## config.mk

```make
export PLATFORM = sky130hd
export DESIGN_NAME = etl_ram
export DESIGN_NICKNAME = d
export VERILOG_FILES = /design/src/design/etl_ram.sv
export SDC_FILE = /design/constraint.sdc
export NUM_CORES = 1
export LEC_CHECK = 0
export BUFFER_PORTS_ARGS = -buffer_cell sky130_fd_sc_hd__buf_4
export CORE_AREA = 2 2 95 97
export DETAILED_ROUTE_END_ITERATION = 12
export DIE_AREA = 0 0 97 99
export PLACE_DENSITY = 0.81
export SLEW_MARGIN = 20
export SYNTH_ARGS = -nofsm -noshare
export SYNTH_HDL_FRONTEND = slang
export SYNTH_SLANG_ARGS = --single-unit
```

## constraint.sdc

```tcl
create_clock -name clk -period 2.5 [get_ports clk]
set_input_delay 0.25 -clock clk [delete_from_list [all_inputs] [get_ports clk]]
set_output_delay 0.25 -clock clk [all_outputs]
set_load 0.01 [all_outputs]
```

## src/design/etl_ram.sv

```systemverilog
// Generic single-write, single-read RAM with registered read data.
module etl_ram #(
  parameter int WIDTH = 8,
  parameter int DEPTH = 16
) (
  input  logic                     clk,
  input  logic                     we,
  input  logic [$clog2(DEPTH)-1:0] waddr,
  input  logic [WIDTH-1:0]         wdata,
  input  logic [$clog2(DEPTH)-1:0] raddr,
  output logic [WIDTH-1:0]         rdata
);

  logic [WIDTH-1:0] mem [DEPTH];

  always_ff @(posedge clk) begin
    if (we) begin
      mem[waddr] <= wdata;
    end
    rdata <= mem[raddr];
  end

endmodule

```

# After elaboration in Yosys (flattened, before gate mapping)
# Memory sizes are Yosys's and may differ from the RTL's. A register that Yosys moved wholly into a read port is not among the register bits.
# Index checks and enable logic that the tools add are counted.
[totals]
output_inout_bits = 8
register_bits = 0
memories = 1
word_cells = 3
ramBits = 128
[mem_list]
columns = ["name", "depth", "word_bits", "rd", "rd_ports_with_merged_regs", "write_ports", "line", "text"]
rows = [
  ["mem", 16, 8, 1, 1, 1, "14", "logic [WIDTH-1:0] mem [DEPTH];"],
]
[classes]
muxes = 2
[ops]
columns = ["operator", "n"]
rows = [
  ["two-way mux 1 bit", 2],
]

# Logic depth before layout (Yosys ltp)
# Gate-level depths: netlist of run 1.
[logic_depth]
ltp_word = 2
depth_mapped = 5

# Worst setup path before layout of run 1
# No wires, ideal clock.
[synth_path]
path_type = "in2reg"
startpoint = "in waddr[2]"
endpoint = "mem mem[0][0] (enable)"
n_path_buf = 0
arrival_ns = 1.360
cell_stages = 2
setup_ns = 0.383
slack_ns = 0.757
required_ns = 2.117
cell_sequence = "or3b_2 nor3_1"
[synth_lines]
columns = ["item", "line", "text"]
rows = [
  ["start, declared", "8", "input logic [$clog2(DEPTH)-1:0] waddr,"],
  ["end, declared", "14", ""],
]
# Straight into the memory's write port.

==> metrics.txt, run 1 <==
Startpoint Class register; final instance area 0.00609 mm^2; EDFF count, synth 128; multiplexer share of the synthesized area 0.150; Root Buffer clkbuf_8; GRT Resource Usage Total 0.225; Post-Synth XOR/XNOR Area 0; Post-CTS Setup Inserts 0; Synth top cells by count 128 x edfxtp_1, 18 x mux4_2, 16 x a22oi_1; Mean Syn Cell Area 22.5 um^2; max-cap violations 0; PortBufs 25; FF/Latch Area 0.00400 mm^2; Skew-Pair Late Insertion Delay 510 ps; total negative slack 0 ps; WL per Instance 24.8 um; Clk pwr share 0.459; DP HPWL 6100 um; Clock Sinks 136; Sequential Power Share 0.493; maximum vdd drop 0.000468 V; vias in the first global route 2,519; post-synthesis register bit count 136; Antenna Cells 0; total die area 0.00960 mm^2; drt initial violations 285; GRT overflow 0; initial antenna violation count 0; top-area cell type share of the netlist area 0.747; Hold/Removal Path Class primary input to register; Resized cells post-CTS 0; most frequent cell after synthesis edfxtp_1; post-synthesis async set-or-reset flop share 0; adder-cell share of the synthesized area 0; fraction of the mapped netlist area in simple logic gates 0.0318; Syn Inst Count 229; ANT nets after route 0; Sw Share 0.200; largest family of logic cells by synthesized area multiplexers; IO Pins 26; Power Dens Cells 854 mW/mm^2; Net Sw Power 1.04 mW; Compound-Gate Fraction of Synth Area 0.0233; starting density of the core 0.602; Finished Core Util 0.713; crit path cell chain mux4_1 -> a22oi_1 -> nand2_1; slew margin rel. 0.456; cell row count 34; CTS Buf Count 17; P_leak 2.08 nW; Pint 4.16 mW; CP Max Fanout 1; Vert. Die Dim 99 um; routability cong. 0.860; DR pass1 iterations 4; vias per std cell 6.29; Critical Path AT 1810 ps; Synth Flop Type edfxtp_1; post-synthesis net count 247; Peak Freq 701 MHz; Die Wd 97 um; share of cells above drive strength 1 0.306; Worst-path clk slew 60 ps; Cell variety after synth 19; Logic pwr share 0.048; first-pass GRT wire length 15,200 um; DRC viols 0; core area 0.00855 mm^2; top post-synthesis cells by area edfxtp_1 75%, mux4_2 7.9%, mux4_1 7.1%; slowest CP cell mux4_1; Worst Setup End Kind register; H-tree depth 4; largest net degree at the start of global routing 33; status finished, final reports clean; Tmin final 1430 ps; # nets final 299; CP required 2890 ps; unrepaired setup endpoints after global routing no; multi-input logic area 0.00106 mm^2; Final Max Tran Viols 0; worst-margin pin slew 813 ps; Layout area overhead 18.4%; final hold violations 0; final setup fails 0; routed wire length 9990 um; CP max stage delay 510 ps; area post-placement 0.00552 mm^2; Crit Path Class register to register; Syn Std Cell Area 0.00515 mm^2; TritonCTS clock tree built; Clock Skew 8.56 ps; dominant cell type by area after synthesis edfxtp_1; fill cell total of the finished layout 489; largest buffer count on any clock path 2; Vias 2,529; # hold bufs at CTS 0; period utilization 0.571; sequential area share after synthesis 0.778; Synth Warn # 0
[stage by stage]
| step | total power [mW] | cells | setup WS (ps) | hold WS (ps) |
|---|---|---|---|---|
| 4_1_cts | 5.24 | 402 | 1100 | 15.7 |
| 3_5_place_dp | 2.86 | 370 | 602 | 559 |
| 3_3_place_gp | 2.85 | 370 | 610 | 552 |
| 2_1_floorplan | 2.74 | 229 | 757 | 349 |
| 5_1_grt | 5.36 | 402 | 1010 | 24.2 |
| 6_report | 5.20 | 402 | 1070 | 41.0 |
[state kept, by name (all words and copies together), names as in the netlist]
signal and count:
rdata 8, mem 128
[placed cells by master (no fill, tap or decap)]
cell,Yosys,routed
nand2_1,9,9
a22oi_1,16,16
nor3_1,4,4
bufinv_16,0,3
nor2_1,13,13
clkbuf_8,0,1
buf_4,1,43
or3b_2,1,1
edfxtp_1,128,128
nand3_1,1,1
nand3b_1,2,2
nand2b_1,2,2
clkinvlp_4,0,3
dfxtp_1,8,8
clkinv_1,0,4
mux4_2,18,18
clkbuf_16,0,16
clkinv_2,0,3
clkinv_4,0,2
and2b_1,1,1
and2_1,1,1
mux4_1,14,14
nor2b_1,1,1
[final cells by class]
type | count | share of cell area
Clock buffer | 17 | 0.0680
Timing Repair Buffer | 43 | 0.0530
Clock inverter | 15 | 0.0263
Sequential cell | 136 | 0.657
Multi-Input combinational cell | 83 | 0.174
Tap cell | 108 | 0.0222
[final timing paths]
path	from	endpoint	slack (ps)	depth (start not counted)
min reg2reg	mem[15][3]	rdata[3]	670	3
max reg2reg	mem[1][3]	rdata[3]	1070	3
min	wdata[1]	mem[6][1]	40	1
max	mem[1][3]	rdata[3]	1070	3
[cell families after synthesis]
family / count (synthesis)
buffers and inverters: 10
flip-flops: 136
multiplexers: 32
AND/OR/NAND/NOR: 35
AO/OA/AOI/OAI: 16
[per-layer routing]
metal | track usage | wire (um) | up-vias
li1 | - | - | 1079
met1 | 0.307 | 3950 | 1289
met2 | 0.358 | 5160 | 149
met3 | 0.0525 | 737 | 12
met4 | 0.0953 | 144 | 0
met5 | 0 | 0 | -
[power groups by stage]
| stage | clock network, mW | logic, mW | registers [mW] |
|---|---|---|---|
| finish | 2.39 | 0.250 | 2.57 |
| global route | 2.52 | 0.269 | 2.57 |
| CTS | 2.42 | 0.251 | 2.57 |
| detailed placement | 0 | 0.249 | 2.61 |
| global placement | 0 | 0.240 | 2.61 |
| floorplan | 0 | 0.129 | 2.61 |
[critical path: cells and delay by family, from the launching register on]
| kind | cells | cell delay [ps] |
|---|---|---|
| mux | 1 | 510 |
| flops | 1 | 370 |
| compound gates | 1 | 340 |
| simple gates | 1 | 80 |
(Power assumes the default switching activity.)
==> run 2: changes to the inputs <==
CORE_AREA = 2 2 96 98   (was 2 2 95 97)
DIE_AREA = 0 0 98 100   (was 0 0 97 99)
PLACE_DENSITY = 0.8   (was 0.81)
clock period = 1.41 ns   (was 2.5 ns; I/O delays follow)
==> metrics.txt, run 2 (synthesis results as in run 1) <==
Logic pwr share 0.054; IO Pins 26; commonest non-fill, non-tap cell in the layout edfxtp_1; Worst-path clk slew 60 ps; Clock Sinks 136; core area 0.00889 mm^2; worst setup margin 43.5 ps; PortBufs 25; CTS Buf Count 17; Top delay family on crit path multiplexers; Critical Path AT 1760 ps; ANT nets after route 0; WL per Instance 23.3 um; final setup fails 0; H-tree depth 4; Post-CTS Setup Inserts 0; Crit Path Class register to register; share of cells above drive strength 1 0.341; crit path cell chain mux4_2 -> a22oi_1 -> nand2_1; Largest regs mem: 128 flops, rdata: 8 flops; crit path from mem[0][7]; CP Buf/Inv Count 0; GRT Resource Usage Total 0.214; Tmin final 1370 ps; CP required 1800 ps; largest buffer count on any clock path 2; GRT overflow 0; Worst Setup End Kind register; maximum vdd drop 0.000872 V; Vert. Die Dim 100 um; final hold violations 0; routability cong. 0.780; fill cell total of the finished layout 499; vias per std cell 5.97; CP max stage delay 480 ps; largest net degree at the start of global routing 22; slew margin rel. 0.498; commonest non-fill, non-tap cells in the layout 128 x edfxtp_1, 46 x buf_4, 20 x mux4_2; final instance area 0.00626 mm^2; max-cap violations 0; max reg flops 128; cell row count 35; routed wire length 9760 um; Peak Freq 732 MHz; Startpoint Class register; area post-placement 0.00561 mm^2; P_leak 2.15 nW; total die area 0.00980 mm^2; DP HPWL 5810 um; starting density of the core 0.579; Net Sw Power 2.00 mW; Final Max Tran Viols 0; first-pass GRT wire length 14,700 um; most flop-heavy register mem; Skew-Pair Late Insertion Delay 520 ps; Hold Path Origin waddr[0]; unrepaired setup endpoints after global routing no; Power Dens Cells 1470 mW/mm^2; TritonCTS clock tree built; Layout area overhead 21.7%; Antenna Cells 0; Die Wd 98 um; Pint 7.19 mW; Vias 2,500; Clk pwr share 0.451; Hold/Removal Path Class primary input to register; slowest CP cell mux4_2; worst-margin pin slew 750 ps; CP Max Fanout 1; period utilization 0.969; status finished, final reports clean; Clock Skew 10.2 ps; Root Buffer clkbuf_8; DRC viols 0; Sw Share 0.217; Worst Setup Slack post-DPL -152 ps; drt initial violations 273; DR pass1 iterations 5; Sequential Power Share 0.495; reg2reg start mem[0][7]; vias in the first global route 2,528; # nets final 313; initial antenna violation count 0; total negative slack 0 ps
-- run 2: cell types whose count changed in the layout (fill, tap and decap cells not counted), moves of 2 or more --
| cell | change |
|---|---|
| inv_6 | +6 |
| bufinv_16 | -2 |
| clkinv_1 | -3 |
| mux4_2 | +2 |
| buf_12 | +3 |
| a22oi_1 | -3 |
| clkinv_2 | -3 |
| mux4_1 | -2 |
| dlygate4sd3_1 | +8 |
| a22oi_2 | +3 |
| buf_4 | +3 |
-- run 2: layout make-up --
class                   instances  area (um^2)  share of cell area
multi-input cells              83         1070               0.171
flip-flops and latches        136         4000               0.639
clock buffers                  18          428              0.0683
clock inverters                14          139              0.0222
well taps                     111          139              0.0222
repair buffers                 57          485              0.0775
-- run 2: metrics by stage --
stage | std cells | util | hold slack [ps] | power, mW
after floorplan | 229 | - | 240 | 4.87
after global placement | 379 | 0.631 | 440 | 5.08
after detailed placement | 379 | 0.631 | 449 | 5.10
after CTS | 419 | 0.705 | 130 | 9.24
after global routing | 419 | 0.705 | 139 | 9.43
final | 419 | 0.705 | 145 | 9.19
-- run 2: timing repair --
item / 4_1_cts / 5_1_grt
hold buffers: 8 / 0
gates resized for setup: 2 / 3
pin swaps: 0 / 1
endpoints found under the hold margin: 128 / 0
endpoints found under the setup margin: 2 / 3
-- run 2: final timing paths --
check | end | slack [ps] | cells past startpoint
max | rdata[7] | 40 | 3
min reg2reg | rdata[2] | 680 | 3
max reg2reg | rdata[7] | 40 | 3
min | mem[0][0] | 140 | 3
-- run 2: per-layer routing --
metal,wire length (um),vias to the layer above,track usage
met5,0,-,0
met4,137,0,0.0716
met3,542,11,0.0648
met2,5120,93,0.341
met1,3950,1291,0.289
li1,-,1105,-
-- run 2: worst register-to-register path: cells and delay by family, from the launching register on --
kind	cells	cell delay, ps
muxes	1	480
and+or+nand+nor	1	110
AOI/OAI and AO/OA	1	270
DFF	1	380
-- run 2: power by group through the flow --
stage	sequential (mW)	combinational, mW	clock, mW
after global placement	4.62	0.456	0
after CTS	4.55	0.496	4.20
after detailed placement	4.63	0.467	0
final	4.55	0.492	4.15
after global routing	4.55	0.526	4.35
after floorplan	4.64	0.230	0
